$ cat config.mk
export PLATFORM = sky130hd
export DESIGN_NAME = quic_flow_credit_tracker
export DESIGN_NICKNAME = d
export VERILOG_FILES = /design/src/design/qfct_pkg.sv /design/src/design/quic_flow_credit_tracker.sv
export SDC_FILE = /design/constraint.sdc
export NUM_CORES = 2
export LEC_CHECK = 0
export ABC_AREA = 1
export BUFFER_PORTS_ARGS = -buffer_cell sky130_fd_sc_hd__buf_4
export CAP_MARGIN = 20
export CORE_MARGIN = 1
export CORE_UTILIZATION = 33
export DETAILED_ROUTE_END_ITERATION = 6
export PLACE_DENSITY_LB_ADDON = 0.1
export SYNTH_ARGS = -nofsm -noshare
export SYNTH_HDL_FRONTEND = slang
export SYNTH_SLANG_ARGS = --single-unit
$ cat constraint.sdc
create_clock -name clk -period 6.2 [get_ports clk]
set_input_delay 0 -clock clk [delete_from_list [all_inputs] [get_ports clk]]
set_output_delay 0 -clock clk [all_outputs]
set_load 0.05 [all_outputs]
$ cat src/design/qfct_pkg.sv
// Package with the shared types and constants of the flow-control credit tracker.
`timescale 1ns / 1ps

package qfct_pkg;

  // Default widths of byte counts and of round trip times.
  localparam int COUNT_BITS_DEF = 62;
  localparam int TIME_BITS_DEF  = 32;

  // Event selector carried on the input tuser.
  localparam int FUNC_BITS = 3;

  typedef enum logic [FUNC_BITS-1:0] {
    FUNC_INIT         = 3'd0,
    FUNC_CONSUME      = 3'd1,
    FUNC_RAISE_LIMIT  = 3'd2,
    FUNC_CHECK_BLOCK  = 3'd3,
    FUNC_RECORD_OFS   = 3'd4,
    FUNC_APP_READ     = 3'd5,
    FUNC_CHECK_UPDATE = 3'd6,
    FUNC_UPDATE_SENT  = 3'd7
  } func_t;

  // Configuration register indexes.
  localparam int CFG_INDEX_BITS = 8;
  localparam logic [CFG_INDEX_BITS-1:0] REG_START_CREDIT   = 8'd0;
  localparam logic [CFG_INDEX_BITS-1:0] REG_WINDOW_CEILING = 8'd1;

  // Reset values of the configuration registers.
  localparam logic [63:0] START_CREDIT_RST   = 64'd65536;
  localparam logic [63:0] WINDOW_CEILING_RST = 64'd16777216;

endpackage

$ cat src/design/quic_flow_credit_tracker.sv
// Top level of the QUIC-style flow-control credit tracker.
`timescale 1ns / 1ps

// The tracker keeps one flow-control credit record and applies one event per
// input beat, selected by the func code on s_tuser: init, consume, raise
// limit, check blocked, record offset, application read (window auto-tuning),
// check update and update sent. Every input beat yields exactly one result
// beat carrying the accepted flag on m_tuser and the remaining credit and the
// proposed limit on m_tdata. An input beat is captured in an input register
// and, once the result register is free, its event is evaluated against
// the record and written to the result register, and in this way a new
// beat is taken every cycle as long as the result side keeps up; the record
// update is a single compare, add and select path, which sets the one beat
// per cycle figure. The input register empties into the result register
// while an earlier result is taken in the same cycle. Configuration writes
// are taken at any time (cfg_ready is always high) but only act at the next
// init event, which latches the start credit and the effective window
// ceiling, the larger of the ceiling register and the start credit.
module quic_flow_credit_tracker #(
  parameter int COUNT_BITS = qfct_pkg::COUNT_BITS_DEF,
  parameter int TIME_BITS  = qfct_pkg::TIME_BITS_DEF,
  localparam int IN_BITS   = ((COUNT_BITS + 2 * TIME_BITS + 7) / 8) * 8,
  localparam int OUT_BITS  = ((2 * COUNT_BITS + 7) / 8) * 8
) (
  input  logic                                clk,
  input  logic                                rst,
  // Configuration write channel.
  input  logic                                cfg_valid,
  output logic                                cfg_ready,
  input  logic [qfct_pkg::CFG_INDEX_BITS-1:0] cfg_index,
  input  logic [COUNT_BITS-1:0]               cfg_data,
  // Event input.
  input  logic                                s_tvalid,
  output logic                                s_tready,
  // From bit 0: amount, round_trip_us, drain_time_us, zero fill.
  input  logic [IN_BITS-1:0]                  s_tdata,
  // From bit 0: func.
  input  logic [qfct_pkg::FUNC_BITS-1:0]      s_tuser,
  // Result output.
  output logic                                m_tvalid,
  input  logic                                m_tready,
  // From bit 0: credit_left, advertise_limit, zero fill.
  output logic [OUT_BITS-1:0]                 m_tdata,
  // From bit 0: accepted.
  output logic                                m_tuser
);

  localparam logic [COUNT_BITS-1:0] START_RST   = COUNT_BITS'(qfct_pkg::START_CREDIT_RST);
  localparam logic [COUNT_BITS-1:0] CEILING_RST = COUNT_BITS'(qfct_pkg::WINDOW_CEILING_RST);
  localparam logic [COUNT_BITS-1:0] CNT_ALL_ONES = '1;

  // Configuration registers.
  logic [COUNT_BITS-1:0] start_credit;
  logic [COUNT_BITS-1:0] window_ceiling;

  // Credit record.
  logic [COUNT_BITS-1:0] credit_limit, credit_limit_next;
  logic [COUNT_BITS-1:0] consumed_offset, consumed_offset_next;
  logic [COUNT_BITS-1:0] tuned_window, tuned_window_next;
  logic                  stall_reported, stall_reported_next;
  logic [COUNT_BITS-1:0] stall_limit, stall_limit_next;
  logic [COUNT_BITS-1:0] eff_ceiling, eff_ceiling_next;

  // Input register.
  logic                  in_valid;
  qfct_pkg::func_t       in_func;
  logic [COUNT_BITS-1:0] in_amount;
  logic [TIME_BITS-1:0]  in_rtt;
  logic [TIME_BITS-1:0]  in_drain;

  // Result register.
  logic                  res_accepted, res_accepted_next;
  logic [COUNT_BITS-1:0] res_credit, res_credit_next;
  logic [COUNT_BITS-1:0] res_adv, res_adv_next;

  logic                  advance;
  logic                  in_take;
  logic [COUNT_BITS-1:0] remaining;
  logic [COUNT_BITS:0]   consume_sum;
  logic [COUNT_BITS:0]   propose_sum;
  logic [COUNT_BITS-1:0] proposal;
  logic [TIME_BITS:0]    rtt_twice;

  assign cfg_ready = 1'b1;

  // The result register frees up when empty or being taken this cycle.
  assign advance  = !m_tvalid || m_tready;
  assign s_tready = !in_valid || advance;
  assign in_take  = s_tvalid && s_tready;

  assign m_tuser = res_accepted;
  assign m_tdata = {{(OUT_BITS - 2 * COUNT_BITS){1'b0}}, res_adv, res_credit};

  assign remaining   = (credit_limit > consumed_offset) ? credit_limit - consumed_offset : '0;
  assign consume_sum = {1'b0, consumed_offset} + {1'b0, in_amount};
  assign propose_sum = {1'b0, consumed_offset} + {1'b0, tuned_window};
  assign proposal    = propose_sum[COUNT_BITS] ? CNT_ALL_ONES : propose_sum[COUNT_BITS-1:0];
  assign rtt_twice   = {in_rtt, 1'b0};

  // Event evaluation against the current record.
  always_comb begin
    credit_limit_next    = credit_limit;
    consumed_offset_next = consumed_offset;
    tuned_window_next    = tuned_window;
    stall_reported_next  = stall_reported;
    stall_limit_next     = stall_limit;
    eff_ceiling_next     = eff_ceiling;
    res_accepted_next    = 1'b0;
    res_adv_next         = '0;
    case (in_func)
      qfct_pkg::FUNC_INIT: begin
        credit_limit_next    = start_credit;
        consumed_offset_next = '0;
        tuned_window_next    = start_credit;
        stall_reported_next  = 1'b0;
        stall_limit_next     = '0;
        eff_ceiling_next     = (window_ceiling < start_credit) ? start_credit : window_ceiling;
      end
      qfct_pkg::FUNC_CONSUME: begin
        // Saturates at the all-ones count.
        consumed_offset_next = consume_sum[COUNT_BITS] ? CNT_ALL_ONES
                                                       : consume_sum[COUNT_BITS-1:0];
      end
      qfct_pkg::FUNC_RAISE_LIMIT: begin
        if (in_amount > credit_limit) begin
          credit_limit_next   = in_amount;
          stall_reported_next = 1'b0;
          res_accepted_next   = 1'b1;
        end
      end
      qfct_pkg::FUNC_CHECK_BLOCK: begin
        // Blocked is reported once for each limit value.
        if (remaining == '0 && !(stall_reported && stall_limit == credit_limit)) begin
          stall_reported_next = 1'b1;
          stall_limit_next    = credit_limit;
          res_accepted_next   = 1'b1;
        end
      end
      qfct_pkg::FUNC_RECORD_OFS: begin
        if (in_amount <= consumed_offset) begin
          res_accepted_next = 1'b1;
        end else if (in_amount <= credit_limit) begin
          consumed_offset_next = in_amount;
          res_accepted_next    = 1'b1;
        end
      end
      qfct_pkg::FUNC_APP_READ: begin
        // Double the window when the peer drained it in under two round trips.
        if (in_rtt != '0 && in_drain != '0 && tuned_window < eff_ceiling &&
            {1'b0, in_drain} < rtt_twice) begin
          if (tuned_window > eff_ceiling - tuned_window) begin
            tuned_window_next = eff_ceiling;
          end else begin
            tuned_window_next = {tuned_window[COUNT_BITS-2:0], 1'b0};
          end
        end
      end
      qfct_pkg::FUNC_CHECK_UPDATE: begin
        if (remaining <= (tuned_window >> 1) && proposal > credit_limit) begin
          res_accepted_next = 1'b1;
          res_adv_next      = proposal;
        end
      end
      qfct_pkg::FUNC_UPDATE_SENT: begin
        if (in_amount > credit_limit) begin
          credit_limit_next = in_amount;
        end
      end
      default: begin
      end
    endcase
    res_credit_next = (credit_limit_next > consumed_offset_next)
                      ? credit_limit_next - consumed_offset_next : '0;
  end

  // Configuration registers.
  always_ff @(posedge clk) begin
    if (rst) begin
      start_credit   <= START_RST;
      window_ceiling <= CEILING_RST;
    end else if (cfg_valid && cfg_ready) begin
      if (cfg_index == qfct_pkg::REG_START_CREDIT) begin
        start_credit <= cfg_data;
      end else if (cfg_index == qfct_pkg::REG_WINDOW_CEILING) begin
        window_ceiling <= cfg_data;
      end
    end
  end

  // Input register.
  always_ff @(posedge clk) begin
    if (rst) begin
      in_valid <= 1'b0;
    end else if (in_take) begin
      in_valid <= 1'b1;
    end else if (advance) begin
      in_valid <= 1'b0;
    end
  end

  always_ff @(posedge clk) begin
    if (in_take) begin
      in_func   <= qfct_pkg::func_t'(s_tuser);
      in_amount <= s_tdata[COUNT_BITS-1:0];
      in_rtt    <= s_tdata[COUNT_BITS +: TIME_BITS];
      in_drain  <= s_tdata[COUNT_BITS + TIME_BITS +: TIME_BITS];
    end
  end

  // Record and result update.
  always_ff @(posedge clk) begin
    if (rst) begin
      m_tvalid        <= 1'b0;
      credit_limit    <= '0;
      consumed_offset <= '0;
      tuned_window    <= '0;
      stall_reported  <= 1'b0;
      stall_limit     <= '0;
      eff_ceiling     <= '0;
    end else if (advance) begin
      m_tvalid <= in_valid;
      if (in_valid) begin
        credit_limit    <= credit_limit_next;
        consumed_offset <= consumed_offset_next;
        tuned_window    <= tuned_window_next;
        stall_reported  <= stall_reported_next;
        stall_limit     <= stall_limit_next;
        eff_ceiling     <= eff_ceiling_next;
      end
    end
  end

  always_ff @(posedge clk) begin
    if (advance && in_valid) begin
      res_accepted <= res_accepted_next;
      res_credit   <= res_credit_next;
      res_adv      <= res_adv_next;
    end
  end

endmodule

==> impl_metrics.env <==
export IMPL_status="complete, no violations"
export IMPL_cap_violations=0
export IMPL_switching_power_mw=8.97
export IMPL_synthFlopType="dfxtp_1"
export IMPL_dp_slack_ns=-0.212
export IMPL_core_area_um2=189000
export IMPL_drt_wl_total_mm=328
export IMPL_rr_worst_depth=33
export IMPL_overflow=0
export IMPL_cts_buffers=89
export IMPL_multiInputGateArea_um2=40300
export IMPL_antenna_found_initial=26
export IMPL_crit_path_start="in_amount[43]"
export IMPL_setup_viol=0
export IMPL_vias=71200
export IMPL_drive_above_1_share_pct=15.4
export IMPL_max_freq_ghz=0.166
export IMPL_grt_first_pass_wirelength_mm=462
export IMPL_synth_top_area_share_pct=14.1
export IMPL_maxSlewViolCount=0
export IMPL_fp_row_count=159
export IMPL_seq_area_um2=16400
export IMPL_leakagePower_nw=40.3
export IMPL_crit_path_start_kind="flip-flop"
export IMPL_die_y_um=439
export IMPL_crit_path_frequent_cell="buf_4"
export IMPL_p_clk_share_pct=26.4
export IMPL_dr_pass1_iters=5
export IMPL_io_pins=338
export IMPL_ir_drop_mv=0.212
export IMPL_first_iter_violations=6428
export IMPL_clkTransAtPathRegs_ns=0.06
export IMPL_async_reset_ff_share_pct=0
export IMPL_finClkSkew_ns=0.0363
export IMPL_synth_common_cells="nand2_1 (1964), inv_1 (1442), a21oi_1 (1206)"
export IMPL_synth_compound_area_share_pct=20.4
export IMPL_worstPathRequired_ns=6.70
export IMPL_dp_cells=13100
export IMPL_synth_seq_area_share_pct=26.0
export IMPL_io_buffers=330
export IMPL_synth_edf_count=254
export IMPL_fillers=19800
export IMPL_synth_area_top_cells="ha_1 (14%), dfxtp_1 (14%), edfxtp_1 (12%)"
export IMPL_synth_fa_ha_area_share_pct=14.3
export IMPL_cts_buffer_depth=3
export IMPL_grt_use_total_pct=32.9
export IMPL_grt_max_degree=155
export IMPL_ys_warn_count=0
export IMPL_yosysTopAreaCell="ha_1"
export IMPL_power_density_nw_per_um2=255
export IMPL_synth_top_family_by_area="simple AND/OR/NAND/NOR gates"
export IMPL_grt_pass1_vias=69400
export IMPL_relSlewSlack_pct=16.5
export IMPL_r2r_setup_slack_ns=0.18
export IMPL_htreeDepth=3
export IMPL_drc_errors=0
export IMPL_synth_cell_types=61
export IMPL_final_cells=13600
export IMPL_die_area_um2=192000
export IMPL_switching_share_pct=42.3
export IMPL_yosys_cell_count_top_type="nand2_1"
export IMPL_die_w_um=439
export IMPL_fin_crit_sh_pct=97.1
export IMPL_drt_wirelength_per_cell_um=24.1
export IMPL_worst_slew_pin_slew_ns=1.25
export IMPL_finish_utilization_pct=44.0
export IMPL_synthesis_area_um2=62900
export IMPL_synth_mux_area_share_pct=0
export IMPL_syn_avg_cell_area_um2=6.61
export IMPL_cts_tree="done"
export IMPL_hp_start="s_tdata[19]"
export IMPL_initial_core_util_pct=33.3
export IMPL_critPathMaxFanout=16
export IMPL_synthXorXnorAreaFrac_pct=3.27
export IMPL_synthCells=9521
export IMPL_cts_sinks=691
export IMPL_areaGrowthSynthToFinish_pct=31.9
export IMPL_endpoint_kind="flip-flop"
export IMPL_cp_slowest_cell="edfxtp_1"
export IMPL_worstHoldEndpoint="in_amount[19]"
export IMPL_worstHoldPathCells=2
export IMPL_gp_congestion=0.998
export IMPL_setup_slack_ns=0.181
export IMPL_cts_root_buf="clkbuf_16"
export IMPL_seq_power_share_pct=24.3
export IMPL_ys_ff_latch=691
export IMPL_internal_power_mw=12.2
export IMPL_nNetsFinal=12000
export IMPL_drtAntennaViolNets=0
export IMPL_hpwl_mm=274
export IMPL_p_comb_share_pct=49.2
export IMPL_path_class="flip-flop to flip-flop"
export IMPL_rr_startpoint="in_amount[43]"
export IMPL_slowest_delay_ns=0.46
export IMPL_synth_simple_area_share_pct=25.3
export IMPL_cp_arrival_ns=6.52
export IMPL_hold_viol=0
export IMPL_period_needed_ns=6.02
export IMPL_drt_vias_per_instance=5.22
export IMPL_hold_path_class="input pin to flip-flop"
export IMPL_r2r_end="res_credit[8]"
export IMPL_clk_latency_ns=0.78
==> how the worst max path moves through the flow <==
stage	end	slack, ns	cells after the start
finish	res_credit[8]	0.18	33
global route	res_credit[36]	-0.09	35
CTS	res_credit[59]	0.04	35
detailed placement	res_credit[57]	-0.21	32
global placement	res_credit[55]	-0.17	31
floorplan	m_tuser	0.78	6
==> flip-flops by register name, summed over array words and instances (netlist names) <==
signal           cells
in_valid             1
res_credit          62
in_rtt              32
m_tvalid             1
m_tuser              1
window_ceiling      62
tuned_window        62
stall_limit         62
res_adv             62
in_drain            32
eff_ceiling         62
in_amount           62
credit_limit        62
consumed_offset     62
stall_reported       1
start_credit        62
in_func              3
==> area by class of cell <==
class | instances | share of cell area, %
Multi-Input combinational cell | 7072 | 48.6
Sequential cell | 691 | 19.7
Timing Repair Buffer | 1737 | 17.5
Inverter | 1460 | 6.62
Tap cell | 2495 | 3.76
Clock buffer | 119 | 3.00
Clock inverter | 49 | 0.719
Antenna cell | 9 | 0.0271
==> layer usage <==
layer | global-route usage (%) | routed length [um] | vias up
li1 | - | - | 35000
met1 | 43.5 | 144000 | 33500
met2 | 54.1 | 150000 | 2234
met3 | 3.32 | 17800 | 443
met4 | 14.5 | 16200 | 0
met5 | 0 | 0 | -
==> layout by cell type (no fill, tap or decap), drive strengths merged, types with 10 or more instances in the layout <==
| master | netlist | final |
|---|---|---|
| clkinv | 3 | 37 |
| o21a | 103 | 103 |
| nor3b | 12 | 12 |
| nor2 | 869 | 869 |
| nand3b | 11 | 11 |
| o22ai | 13 | 13 |
| edfxtp | 254 | 254 |
| buf | 60 | 1398 |
| o211ai | 56 | 56 |
| xor2 | 137 | 137 |
| inv | 1457 | 1459 |
| a21o | 34 | 34 |
| o221ai | 13 | 13 |
| xnor2 | 98 | 98 |
| nand4 | 248 | 248 |
| a21boi | 17 | 17 |
| or2 | 23 | 23 |
| nor4 | 68 | 68 |
| nand2 | 1970 | 1970 |
| a211oi | 18 | 18 |
| a31oi | 99 | 99 |
| o21ai | 724 | 724 |
| o2111ai | 10 | 10 |
| o21bai | 42 | 42 |
| nor3 | 91 | 91 |
| nand3 | 396 | 396 |
| clkbuf | 241 | 124 |
| a21oi | 1209 | 1209 |
| dfxtp | 437 | 437 |
| dlygate4sd3 | 0 | 334 |
| ha | 710 | 710 |
| and3 | 59 | 59 |
==> critical path: cells and delay by family, from the launching register on <==
kind / cells / cell delay [ns]
AO/OA/AOI/OAI: 12 / 2.08
buffers and inverters: 12 / 1.91
AND/OR/NAND/NOR: 7 / 0.76
adder cells (fa/ha/maj): 2 / 0.49
flip-flops: 1 / 0.46
==> kinds of logic (layout without fill, tap and decap cells) <==
family | after synthesis | after routing
DFF | 691 | 691
and+or+nand+nor | 3754 | 3754
adders and majority gates | 715 | 715
xor gates and xnor gates | 235 | 235
other | 2 | 14
buffers and inverters | 1761 | 3365
AOI/OAI and AO/OA | 2363 | 2363
==> stage by stage <==
step	TNS, ns	hold slack, ns	total power [mW]	instance area, um2
after floorplan	0	0.0989	10.4	62900
after global placement	-0.885	0.178	15.1	75800
after detailed placement	-2.97	0.179	15.1	75800
after CTS	0	0.000922	21.0	82200
after global routing	-3.04	0.0227	22.3	83000
final	0	0.0396	21.2	83000
==> power by group through the flow <==
| stage | logic [mW] | registers [mW] | clock network (mW) |
|---|---|---|---|
| 6_report | 10.4 | 5.16 | 5.60 |
| 5_1_grt | 11.3 | 5.18 | 5.86 |
| 4_1_cts | 10.1 | 5.16 | 5.71 |
| 3_5_place_dp | 9.87 | 5.25 | 0 |
| 3_3_place_gp | 9.81 | 5.25 | 0 |
| 2_1_floorplan | 4.91 | 5.51 | 0 |
==> repair_timing <==
action	CTS	global route
endpoints found under the setup margin	62	180
resized for setup	11	109
endpoints found under the hold margin	358	0
setup buffers	0	14
pin swaps	0	15
cloned	0	8
hold buffers	334	0
No activity file was read; power rests on OpenSTA's default activity.
